===== src/hw/rtl/tfc_pkg.sv =====
// ----------------------------------------------------------------------------
// tfc_pkg
// format codes, register indexes and stage types of the texel format converter
// ----------------------------------------------------------------------------
package tfc_pkg;

  localparam logic [2:0] FMT_RGBA8     = 3'd0;
  localparam logic [2:0] FMT_BGRA8     = 3'd1;
  localparam logic [2:0] FMT_RGBA8_HDR = 3'd2;
  localparam logic [2:0] FMT_BGRA8_HDR = 3'd3;
  localparam logic [2:0] FMT_RGBA16    = 3'd4;
  localparam logic [2:0] FMT_HALF      = 3'd5;

  localparam logic CFG_SOURCE_FORMAT = 1'b0;
  localparam logic CFG_TARGET_FORMAT = 1'b1;

  localparam logic [2:0] SOURCE_FORMAT_RESET = FMT_RGBA8;
  localparam logic [2:0] TARGET_FORMAT_RESET = FMT_BGRA8;

  localparam logic [15:0] UNORM16_MAX   = 16'hffff;
  localparam logic [7:0]  UNORM8_MAX    = 8'hff;
  localparam logic [15:0] HALF_ONE      = 16'h3c00;
  localparam logic [4:0]  HALF_EXP_MAX  = 5'd31;
  localparam logic [4:0]  HALF_EXP_BIAS = 5'd15;

  typedef enum logic [2:0] {
    MODE_ZERO = 3'd0,
    MODE_PASS = 3'd1,
    MODE_U8   = 3'd2,
    MODE_U16  = 3'd3,
    MODE_HALF = 3'd4
  } mode_e;

  // decoded texel: channels as unorm16 or half
  typedef struct packed {
    mode_e            mode;
    logic             swap_rb;
    logic             is_half;
    logic [63:0]      raw;
    logic [3:0][15:0] ch;
    logic             last;
  } dec_t;

  // per channel intermediate terms
  typedef struct packed {
    logic [15:0] u;
    logic [7:0]  u8;
    logic        h_sat;
    logic        h_zero;
    logic [4:0]  h_sh;
    logic [18:0] h_p8;
    logic [26:0] h_p16;
    logic        f_zero;
    logic        f_one;
    logic        f_tiny;
    logic [3:0]  f_exp;
    logic [15:0] f_norm;
  } chp_t;

  typedef struct packed {
    mode_e       mode;
    logic        swap_rb;
    logic        is_half;
    logic [63:0] raw;
    chp_t [3:0]  ch;
    logic        last;
  } prep_t;

endpackage


===== src/hw/rtl/tfc_decode.sv =====
// ----------------------------------------------------------------------------
// tfc_decode
// first stage: unpacks the source texel into four channels and picks the mode
// ----------------------------------------------------------------------------
module tfc_decode
  import tfc_pkg::*;
(
  input  logic        clk_i,
  input  logic        rst_ni,
  input  logic        en_i,
  input  logic        valid_i,
  input  logic [2:0]  src_fmt_i,
  input  logic [2:0]  dst_fmt_i,
  input  logic [63:0] raw_i,
  input  logic        last_i,
  output logic        valid_o,
  output dec_t        dec_o
);

  logic valid_q;
  dec_t dec_d, dec_q;

  function automatic logic [15:0] hdr_chan(input logic [7:0] c, input logic [7:0] a);
    logic [15:0] prod;
    prod = 16'(c) * 16'(a);
    return (|prod[15:12]) ? UNORM16_MAX : {prod[11:0], 4'b0};
  endfunction

  always_comb begin
    dec_d         = '0;
    dec_d.mode    = MODE_ZERO;
    dec_d.last    = last_i;
    dec_d.raw     = (dst_fmt_i inside {[FMT_RGBA16:FMT_HALF]}) ? raw_i : {32'b0, raw_i[31:0]};
    case (src_fmt_i)
      FMT_RGBA8, FMT_BGRA8: begin
        for (int i = 0; i < 4; i++) begin
          dec_d.ch[i] = {raw_i[8*i +: 8], raw_i[8*i +: 8]};
        end
        if (src_fmt_i == FMT_BGRA8) begin
          dec_d.ch[0] = {raw_i[23:16], raw_i[23:16]};
          dec_d.ch[2] = {raw_i[7:0], raw_i[7:0]};
        end
      end
      FMT_RGBA8_HDR, FMT_BGRA8_HDR: begin
        dec_d.ch[0] = hdr_chan(raw_i[23:16], raw_i[31:24]);
        dec_d.ch[1] = hdr_chan(raw_i[15:8], raw_i[31:24]);
        dec_d.ch[2] = hdr_chan(raw_i[7:0], raw_i[31:24]);
        dec_d.ch[3] = UNORM16_MAX;
      end
      FMT_RGBA16, FMT_HALF: begin
        for (int i = 0; i < 4; i++) begin
          dec_d.ch[i] = raw_i[16*i +: 16];
        end
        dec_d.is_half = (src_fmt_i == FMT_HALF);
      end
      default: ;
    endcase
    if (!(dst_fmt_i inside {[FMT_RGBA8:FMT_HALF]})) begin
      dec_d.mode = MODE_ZERO;
    end else if (src_fmt_i == dst_fmt_i) begin
      dec_d.mode = MODE_PASS;
    end else begin
      case (dst_fmt_i)
        FMT_RGBA8:  dec_d.mode = MODE_U8;
        FMT_BGRA8: begin
          dec_d.mode    = MODE_U8;
          dec_d.swap_rb = 1'b1;
        end
        FMT_RGBA16: dec_d.mode = MODE_U16;
        FMT_HALF:   dec_d.mode = MODE_HALF;
        default:    dec_d.mode = MODE_ZERO;
      endcase
    end
  end

  always_ff @(posedge clk_i or negedge rst_ni) begin
    if (!rst_ni) begin
      valid_q <= 1'b0;
    end else if (en_i) begin
      valid_q <= valid_i;
    end
  end

  always_ff @(posedge clk_i) begin
    if (en_i) begin
      dec_q <= dec_d;
    end
  end

  assign valid_o = valid_q;
  assign dec_o   = dec_q;

endmodule


===== src/hw/rtl/tfc_prep.sv =====
// ----------------------------------------------------------------------------
// tfc_prep
// second stage: half products and shifts, unorm8 quotient, leading one
// normalize for the half encoder
// ----------------------------------------------------------------------------
module tfc_prep
  import tfc_pkg::*;
(
  input  logic  clk_i,
  input  logic  rst_ni,
  input  logic  en_i,
  input  logic  valid_i,
  input  dec_t  dec_i,
  output logic  valid_o,
  output prep_t prep_o
);

  logic  valid_q;
  prep_t prep_d, prep_q;

  function automatic chp_t prep_chan(input logic [15:0] u);
    chp_t        c;
    logic [4:0]  ex;
    logic [10:0] m;
    logic [15:0] x;
    logic [3:0]  lz;
    c    = '0;
    c.u  = u;
    // divide by 257: high byte is exact or one too large
    c.u8 = ({u[15:8], u[15:8]} > u) ? (u[15:8] - 8'd1) : u[15:8];
    ex   = u[14:10];
    if (ex == HALF_EXP_MAX) begin
      c.h_sat  = (u[9:0] != 10'd0) || !u[15];
      c.h_zero = !c.h_sat;
    end else if (u[15]) begin
      c.h_zero = 1'b1;
    end else if (ex >= HALF_EXP_BIAS) begin
      c.h_sat = 1'b1;
    end
    m       = (ex == 5'd0) ? {1'b0, u[9:0]} : {1'b1, u[9:0]};
    c.h_sh  = (ex == 5'd0) ? 5'd24 : (5'd25 - ex);
    c.h_p8  = {m, 8'b0} - 19'(m);
    c.h_p16 = {m, 16'b0} - 27'(m);
    x     = u;
    lz[3] = (x[15:8] == 8'd0);
    if (lz[3]) x = {x[7:0], 8'b0};
    lz[2] = (x[15:12] == 4'd0);
    if (lz[2]) x = {x[11:0], 4'b0};
    lz[1] = (x[15:14] == 2'd0);
    if (lz[1]) x = {x[13:0], 2'b0};
    lz[0] = !x[15];
    if (lz[0]) x = {x[14:0], 1'b0};
    c.f_norm = x;
    c.f_exp  = ~lz;
    c.f_zero = (u == 16'd0);
    c.f_one  = (u == UNORM16_MAX);
    c.f_tiny = (u[15:2] == 14'd0);
    return c;
  endfunction

  always_comb begin
    prep_d.mode    = dec_i.mode;
    prep_d.swap_rb = dec_i.swap_rb;
    prep_d.is_half = dec_i.is_half;
    prep_d.raw     = dec_i.raw;
    prep_d.last    = dec_i.last;
    for (int i = 0; i < 4; i++) begin
      prep_d.ch[i] = prep_chan(dec_i.ch[i]);
    end
  end

  always_ff @(posedge clk_i or negedge rst_ni) begin
    if (!rst_ni) begin
      valid_q <= 1'b0;
    end else if (en_i) begin
      valid_q <= valid_i;
    end
  end

  always_ff @(posedge clk_i) begin
    if (en_i) begin
      prep_q <= prep_d;
    end
  end

  assign valid_o = valid_q;
  assign prep_o  = prep_q;

endmodule


===== src/hw/rtl/tfc_finish.sv =====
// ----------------------------------------------------------------------------
// tfc_finish
// third stage: half rounding, unorm shifts, packing into the output register
// ----------------------------------------------------------------------------
module tfc_finish
  import tfc_pkg::*;
(
  input  logic        clk_i,
  input  logic        rst_ni,
  input  logic        en_i,
  input  logic        valid_i,
  input  prep_t       prep_i,
  output logic        valid_o,
  output logic [63:0] raw_o,
  output logic        last_o
);

  logic        valid_q;
  logic [63:0] raw_d, raw_q;
  logic        last_q;

  // round n/65535 to half, nearest even (ties cannot occur)
  function automatic logic [15:0] to_half(input chp_t c);
    logic [10:0] hi;
    logic [16:0] s;
    logic [16:0] r;
    logic [11:0] q;
    logic [3:0]  e;
    hi = c.f_norm[15:5];
    s  = 17'(hi) + {1'b0, c.f_norm[4:0], 11'b0};
    if (s >= 17'(UNORM16_MAX)) begin
      q = 12'(hi) + 12'd1;
      r = s - 17'(UNORM16_MAX);
    end else begin
      q = 12'(hi);
      r = s;
    end
    if (r[16] || r[15]) q = q + 12'd1;
    e = c.f_exp - 4'd2;
    if (c.f_zero) return 16'd0;
    if (c.f_one)  return HALF_ONE;
    if (c.f_tiny) return {6'b0, c.u[1:0], 8'b0};
    return {2'b0, e, 10'b0} + {4'b0, q};
  endfunction

  function automatic logic [7:0] half_to_u8(input chp_t c);
    logic [18:0] v;
    v = c.h_p8 >> c.h_sh;
    if (c.h_sat)  return UNORM8_MAX;
    if (c.h_zero) return 8'd0;
    return v[7:0];
  endfunction

  function automatic logic [15:0] half_to_u16(input chp_t c);
    logic [26:0] v;
    v = c.h_p16 >> c.h_sh;
    if (c.h_sat)  return UNORM16_MAX;
    if (c.h_zero) return 16'd0;
    return v[15:0];
  endfunction

  always_comb begin
    logic [3:0][7:0]  b;
    logic [3:0][15:0] w;
    logic [7:0]       t;
    b     = '0;
    w     = '0;
    t     = '0;
    raw_d = '0;
    for (int i = 0; i < 4; i++) begin
      b[i] = prep_i.is_half ? half_to_u8(prep_i.ch[i]) : prep_i.ch[i].u8;
    end
    if (prep_i.swap_rb) begin
      t    = b[0];
      b[0] = b[2];
      b[2] = t;
    end
    case (prep_i.mode)
      MODE_PASS: raw_d = prep_i.raw;
      MODE_U8:   raw_d = {32'b0, b};
      MODE_U16: begin
        for (int i = 0; i < 4; i++) begin
          w[i] = prep_i.is_half ? half_to_u16(prep_i.ch[i]) : prep_i.ch[i].u;
        end
        raw_d = w;
      end
      MODE_HALF: begin
        for (int i = 0; i < 4; i++) begin
          w[i] = prep_i.is_half ? prep_i.ch[i].u : to_half(prep_i.ch[i]);
        end
        raw_d = w;
      end
      default:   raw_d = '0;
    endcase
  end

  always_ff @(posedge clk_i or negedge rst_ni) begin
    if (!rst_ni) begin
      valid_q <= 1'b0;
    end else if (en_i) begin
      valid_q <= valid_i;
    end
  end

  always_ff @(posedge clk_i) begin
    if (en_i) begin
      raw_q  <= raw_d;
      last_q <= prep_i.last;
    end
  end

  assign valid_o = valid_q;
  assign raw_o   = raw_q;
  assign last_o  = last_q;

endmodule


===== src/hw/rtl/texel_format_converter.sv =====
// ----------------------------------------------------------------------------
// texel_format_converter
// Converts one texel word per clock, while the output accepts words, between
// RGBA8, BGRA8, RGBA16 unorm and RGBA16 half, and reads compressed HDR (an
// HDR target only passes its own format through, else gives zero). A word
// passes three register stages (decode, prepare, finish). Each stage
// holds its word when the stage after it is full and stalled, and empty
// stages fill while the output waits; in_ready_o follows out_ready_i through
// that stage chain within the same cycle. Formats are set through the write
// port and must change only while no word is in flight.
// ----------------------------------------------------------------------------
module texel_format_converter
  import tfc_pkg::*;
(
  input  logic        clk_i,
  input  logic        rst_ni,
  input  logic        cfg_we_i,
  input  logic        cfg_idx_i,
  input  logic [2:0]  cfg_data_i,
  input  logic        in_valid_i,
  output logic        in_ready_o,
  input  logic [63:0] raw_in_i,
  input  logic        last_in_i,
  output logic        out_valid_o,
  input  logic        out_ready_i,
  output logic [63:0] raw_out_o,
  output logic        last_out_o
);

  logic [2:0] src_fmt_q, dst_fmt_q;
  logic       s1_valid, s2_valid, s3_valid;
  logic       s1_en, s2_en, s3_en;
  dec_t       s1_dec;
  prep_t      s2_prep;

  always_ff @(posedge clk_i or negedge rst_ni) begin
    if (!rst_ni) begin
      src_fmt_q <= SOURCE_FORMAT_RESET;
      dst_fmt_q <= TARGET_FORMAT_RESET;
    end else if (cfg_we_i) begin
      case (cfg_idx_i)
        CFG_SOURCE_FORMAT: src_fmt_q <= cfg_data_i;
        CFG_TARGET_FORMAT: dst_fmt_q <= cfg_data_i;
        default: ;
      endcase
    end
  end

  // a stage loads when it is empty or its word moves on
  assign s3_en      = !s3_valid || out_ready_i;
  assign s2_en      = !s2_valid || s3_en;
  assign s1_en      = !s1_valid || s2_en;
  assign in_ready_o = s1_en;

  tfc_decode u_decode (
    .clk_i     (clk_i),
    .rst_ni    (rst_ni),
    .en_i      (s1_en),
    .valid_i   (in_valid_i),
    .src_fmt_i (src_fmt_q),
    .dst_fmt_i (dst_fmt_q),
    .raw_i     (raw_in_i),
    .last_i    (last_in_i),
    .valid_o   (s1_valid),
    .dec_o     (s1_dec)
  );

  tfc_prep u_prep (
    .clk_i   (clk_i),
    .rst_ni  (rst_ni),
    .en_i    (s2_en),
    .valid_i (s1_valid),
    .dec_i   (s1_dec),
    .valid_o (s2_valid),
    .prep_o  (s2_prep)
  );

  tfc_finish u_finish (
    .clk_i   (clk_i),
    .rst_ni  (rst_ni),
    .en_i    (s3_en),
    .valid_i (s2_valid),
    .prep_i  (s2_prep),
    .valid_o (s3_valid),
    .raw_o   (raw_out_o),
    .last_o  (last_out_o)
  );

  assign out_valid_o = s3_valid;

endmodule


===== config.mk =====
export PLATFORM = sky130hd
export DESIGN_NAME = texel_format_converter
export DESIGN_NICKNAME = d
export VERILOG_FILES = /design/src/hw/rtl/tfc_pkg.sv /design/src/hw/rtl/tfc_decode.sv /design/src/hw/rtl/tfc_prep.sv /design/src/hw/rtl/tfc_finish.sv /design/src/hw/rtl/texel_format_converter.sv
export SDC_FILE = /design/constraint.sdc
export NUM_CORES = 2
export LEC_CHECK = 0
export ABC_AREA = 1
export BUFFER_PORTS_ARGS = -buffer_cell sky130_fd_sc_hd__buf_2
export CAP_MARGIN = 20
export CORE_MARGIN = 2
export CORE_UTILIZATION = 25
export DETAILED_ROUTE_END_ITERATION = 10
export PLACE_DENSITY = 0.37
export SETUP_SLACK_MARGIN = 0.5
export SLEW_MARGIN = 40
export SYNTH_ARGS = -nofsm -noshare
export SYNTH_HDL_FRONTEND = slang
export SYNTH_SLANG_ARGS = --single-unit

===== constraint.sdc =====
create_clock -name clk_i -period 21.3 [get_ports clk_i]
set_input_delay 1.065 -clock clk_i [delete_from_list [all_inputs] [get_ports clk_i]]
set_output_delay 1.065 -clock clk_i [all_outputs]
set_load 0.03 [all_outputs]

## Yosys cells after proc, flatten, opt, wreduce, memory -nomap -nowiden

Index checks and enable logic that the tools add are counted.

- Input port bits: 74
- Output and inout bits: 67
- Word-level logic and storage cells: 444
- Register bits: 678

- Reductions and logical operators: 68
- Bitwise logic cells: 6
- $lt $le $gt $ge: 15
- Multiply operators: 3
- Add/sub/neg operators: 40
- Mux-type cells: 204
- Shift operators: 8
- Eq/ne operators: 21

Operator list:

| cell | number |
|---|---|
| $mux W16 | 65 |
| $pmux W64 S4 | 1 |
| $mux W8 | 26 |
| $mux W12 | 16 |
| $pmux W64 S3 | 1 |
| $mux W17 | 8 |
| $shr A27 B5 Y16 | 4 |
| $sub A27 B11 Y27 | 4 |
| $shr A19 B5 Y8 | 4 |
| $sub A19 B11 Y19 | 4 |
| $mux W1 | 74 |
| $add A11 B16 Y17 | 4 |
| $ge A17 B16 Y1 const B | 4 |
| $sub A17 B16 Y17 const B | 4 |
| $eq A16 B16 Y1 const B | 4 |
| $gt A16 B16 Y1 | 4 |
| $logic_not A16 Y1 | 4 |
| $add A14 B12 Y15 | 4 |
| $mux W15 | 4 |
| $logic_not A14 Y1 | 4 |
| $add A11 B1 Y12 const B | 4 |
| $add A12 B1 Y12 const B | 4 |
| $mul A8 B8 Y16 | 3 |
| $mux W11 | 4 |
| 28 further kinds | 107 |

## Depth between registers and ports, before layout

- Depth after elaboration: 13
- Gate-level depth with buffers: 27

## Modules after synthesis

Synthesis repeated with hierarchy kept, for this count alone.

- Cells, all modules: 6648
- Area, all modules: 50297.0 um^2

Modules (own cells, without submodules):

| module | seq. area each (um^2) | times used | area each (um^2) | cells an instance |
|---|---|---|---|---|
| tfc_prep | 13057.5 | 1 | 21558.2 | 2118 |
| tfc_finish | 1976.9 | 1 | 15384.8 | 2869 |
| tfc_decode | 4048.9 | 1 | 13078.8 | 1629 |
| texel_format_converter | 151.4 | 1 | 275.3 | 32 |

## Least setup slack after synthesis

OpenSTA, ideal clock, no wires.

- Kind: in2reg
- Start point: input out_ready_i
- End point: register u_prep.prep_q (netlist bit u_prep.prep_o[0]) (enable)
- Path slack: 9.399 ns
- Required time: 20.516 ns
- Arrival time: 11.117 ns
- Cell stages on the path: 4
- Path through: inv_1 nand2_1 nor2_1 inv_1

- Longest elaborated chain between the ends: 2

Ends and longest elaborated chain:

| what | line | source |
|---|---|---|
| start: declaration | texel_format_converter.sv:25 | `input logic out_ready_i,` |
| $logic_or A1 B1 Y1 | texel_format_converter.sv:50 | `assign s3_en = !s3_valid \|\| out_ready_i;` |
| named net s3_en | texel_format_converter.sv:32 | `logic s1_en, s2_en, s3_en;` |
| $logic_or A1 B1 Y1 | texel_format_converter.sv:51 | `assign s2_en = !s2_valid \|\| s3_en;` |
| named net s2_en | texel_format_converter.sv:32 |  |
| end signal: assignment | tfc_prep.sv:82 | `prep_q <= prep_d;` |
| end: declaration | tfc_prep.sv:19 | `prep_t prep_d, prep_q;` |

The timed path passes the listed nets, and every way through them passes these cells.
A chain may end at the register's enable or synchronous reset.

==> impl_metrics.csv <==
group,metric,value,unit
logic_synthesis,async_flop_share,1.40,%
pwr,pwr-share-seq,31.9,%
place,routabilityCongestion,0.869,
pwr,pwr_density_cell,136,nW/um^2
critical_path,startpoint_type,"input port",
pwr,power.leakage,23.9,nW
logic_synthesis,yosys_register_bits,642,
drt,vias_per_cell,4.71,
pwr,clkPwrFrac,19.7,%
drt,first_pass_iters,6,
place,hpwl,138,mm
run_status,outcome,"finished clean",
critical_path,cp.arrival,6.05,ns
critical_path,startpoint,"raw_in_i[31]",
die,rows,159,
logic_synthesis,postSynthCellCount,5964,
critical_path,reg2reg_depth,23,
clocking,cts_tree,"built",
pwr,p_comb_share,48.4,%
critical_path,r2r-start,"u_prep.prep_o[6]",
flow_run,drv_cap,0,
logic_synthesis,syn_area_per_cell,7.88,um^2
die,die_w,438,um
sta,rsz0062_at_grt,"no",
logic_synthesis,yosysUniqueCellTypes,61,
pwr,ir_drop,0.0618,mV
sta,setup_viol,0,
logic_synthesis,synth_edf_count,633,
final_layout,nNetsFinal,6365,
clocking,hold_buffers,0,
final_layout,area_growth,12.8,%
clocking,clk_latency,0.75,ns
final_layout,fillers,20384,
drt,wl_per_cell,21.2,um
drt,first_iter_violations,3363,
clocking,cts.clk_slew.worst_paths,0.06,ns
sta,hold_violations,0,
critical_path,path_class,"in -> reg",
final_layout,regArea,19200,um^2
global_routing,grt.overflow.total,0,
drt,drc,0,
logic_synthesis,synth_top_flop_cell,"edfxtp_1",
final_layout,fin_util,28.3,%
die,fp.dieArea,192000,um^2
final_layout,layout-drive-gt1-share,7.44,%
clocking,clockRootBuffer,"clkbuf_16",
logic_synthesis,synth.cell_area,47000,um^2
sta,drv_slew,0,
sta,fmax,179,MHz
final_layout,multi_input_area,23700,um^2
logic_synthesis,syn_nets,6347,
sta,finalCritPeriodShare,26.3,%
logic_synthesis,synth-seq-area-share,40.9,%
critical_path,crit_path_end_kind,"register",
clocking,htreeDepth,3,
sta,period_minus_slack,5.60,ns
clocking,cts_setup_buffers,0,
global_routing,grt_max_degree,111,
global_routing,track_usage,18.6,%
global_routing,antenna_found_initial,36,
die,initial_core_util,25.1,%
drt,vias,40304,
global_routing,grt_pass1_vias,39380,
drt,ant_nets,0,
min_path,hold_path.class,"in -> async",
pwr,sw_frac_of_total,48.0,%
die,fp.coreArea,187000,um^2
die,pin_count,141,
pwr,intPower,0.00376,W
sta,setup_tns,0,ns
clocking,cts_sinks,642,
clocking,cts_resized,0,
drt,finalWirelength,182,mm
logic_synthesis,ys_warn_count,0,
sta,clock_skew,0.0283,ns
pwr,switchingPower,0.00347,W
place,port_buffers,140,
clocking,numCtsBuffers,84,
global_routing,grt_pass1_wl,266,mm
die,die_h,438,um
sta,worstMarginPinSlew,1.04,ns
clocking,ctsLongestPathBuffers,3,
critical_path,cp_max_fo,27,
critical_path,worstPathRequired,21.75,ns
sta,max_slew_margin,30.6,%
[power groups by stage]
stage / logic (W) / clock network, W / registers (W)
global route: 0.00393 / 0.00152 / 0.00235
detailed placement: 0.00349 / 0 / 0.00232
floorplan: 0.00237 / 0 / 0.00221
finish: 0.00350 / 0.00143 / 0.00230
global placement: 0.00351 / 0 / 0.00233
CTS: 0.00351 / 0.00147 / 0.00230
[layout by cell type (no fill, tap or decap), types with 106 or more instances in the layout]
master    count
nor2_1      445
nand3_1     379
inv_1       755
edfxtp_1    633
ha_1        197
a21oi_1     273
xor2_1      145
o21ai_0     539
fa_1        112
buf_2       140
nand2_1    1615
o211ai_1    106
[cell families after synthesis]
group / count (synthesis) / synth area share [%]
compound gates: 1103 / 13.3
xor+xnor: 173 / 3.22
fa+ha+maj: 309 / 10.0
buf+inv: 1080 / 8.86
flops: 642 / 40.9
mux: 11 / 0.234
simple gates: 2646 / 23.4
[metal layers]
layer,track usage [%],up-vias,wire (um)
li1,-,19790,-
met1,25.8,19294,85300
met2,29.2,972,81400
met3,2.70,246,8290
met4,7.16,2,6720
met5,0,-,13
[critical path, cell delays in order]
cell and delay [ns]:
buf_2 0.52, nand2_1 0.17, fa_1 0.55, fa_1 0.55, inv_1 0.06, fa_1 0.54, inv_1 0.06, fa_1 0.54
inv_1 0.04, ha_1 0.33, nand2_1 0.10, inv_1 0.04, a21oi_1 0.21, o21ai_0 0.18, a21oi_1 0.19, xor2_1 0.16
nand4_1 0.11, nand2_1 0.42, nand3_1 0.15
[path summary, 6_finish.rpt]
path,slack [ns],end
worst max-delay path,15.70,u_decode.dec_o[20]
worst min-delay path,0.17,u_decode.valid_o
worst max register to register,16.41,u_finish.raw_o[12]
worst min register to register,0.41,u_prep.prep_o[420]
max in group asynchronous,20.87,dst_fmt_q[0]
min in group clk_i,0.41,u_prep.prep_o[420]
[final cells by class]
cell class              instances  area share [%]
inverters                     806            5.73
well taps                    2495            5.89
clock inverters                61            1.06
diodes                         17          0.0802
multi-input cells            4242            44.6
flip-flops and latches        642            36.3
repair buffers                206            2.34
clock buffers                  94            4.03
[sequential cells by signal, indices dropped and copies added (netlist names)]
| name | cells |
|---|---|
| dst_fmt_q | 3 |
| src_fmt_q | 3 |
| u_decode.dec_o | 134 |
| u_decode.valid_o | 1 |
| u_finish.last_o | 1 |
| u_finish.raw_o | 64 |
| u_finish.valid_o | 1 |
| u_prep.prep_o | 434 |
| u_prep.valid_o | 1 |
[stage by stage]
step	setup WS (ns)	cells	cell area [um^2]	power [W]	hold WS (ns)
after floorplan	9.40	5964	47000	0.00458	0.400
after global placement	14.93	8390	50200	0.00584	0.401
after detailed placement	14.94	8391	50300	0.00581	0.405
after CTS	15.70	8546	53000	0.00728	0.115
after global routing	15.34	8557	53000	0.00779	0.162
final	15.70	8563	53000	0.00723	0.174
[cells in the mapped netlist (6+ instances only)]
library cell	number	area, um^2
a22oi_1	16	120
o221ai_1	11	96.3
nand2_1	1617	6070
clkinv_1	26	97.6
and2_1	7	43.8
o21ai_1	25	125
o211ai_1	106	796
xnor2_1	28	245
buf_2	30	150
clkbuf_1	206	773
nor3_1	49	245
edfxtp_1	633	19000
a221oi_1	9	78.8
ha_1	197	2460
a31oi_1	24	150
buf_4	9	67.6
dfrtp_1	8	200
o22ai_1	21	131
nor2_1	446	1670
nor2_2	7	43.8
nand3b_1	11	82.6
inv_1	757	2840
inv_2	22	82.6
xor2_1	145	1270
o21bai_1	17	128
a21oi_1	273	1370
fa_1	112	2240
a21boi_0	8	60.1
o21ai_4	9	146
mux2i_1	11	110
nor4_1	18	113
nand4_1	40	250
and2_0	6	37.5
o21ai_0	543	2720
buf_1	24	90.1
nand3_1	379	1900
o21a_1	12	90.1
or2_2	39	244
(Power assumes the default switching activity.)
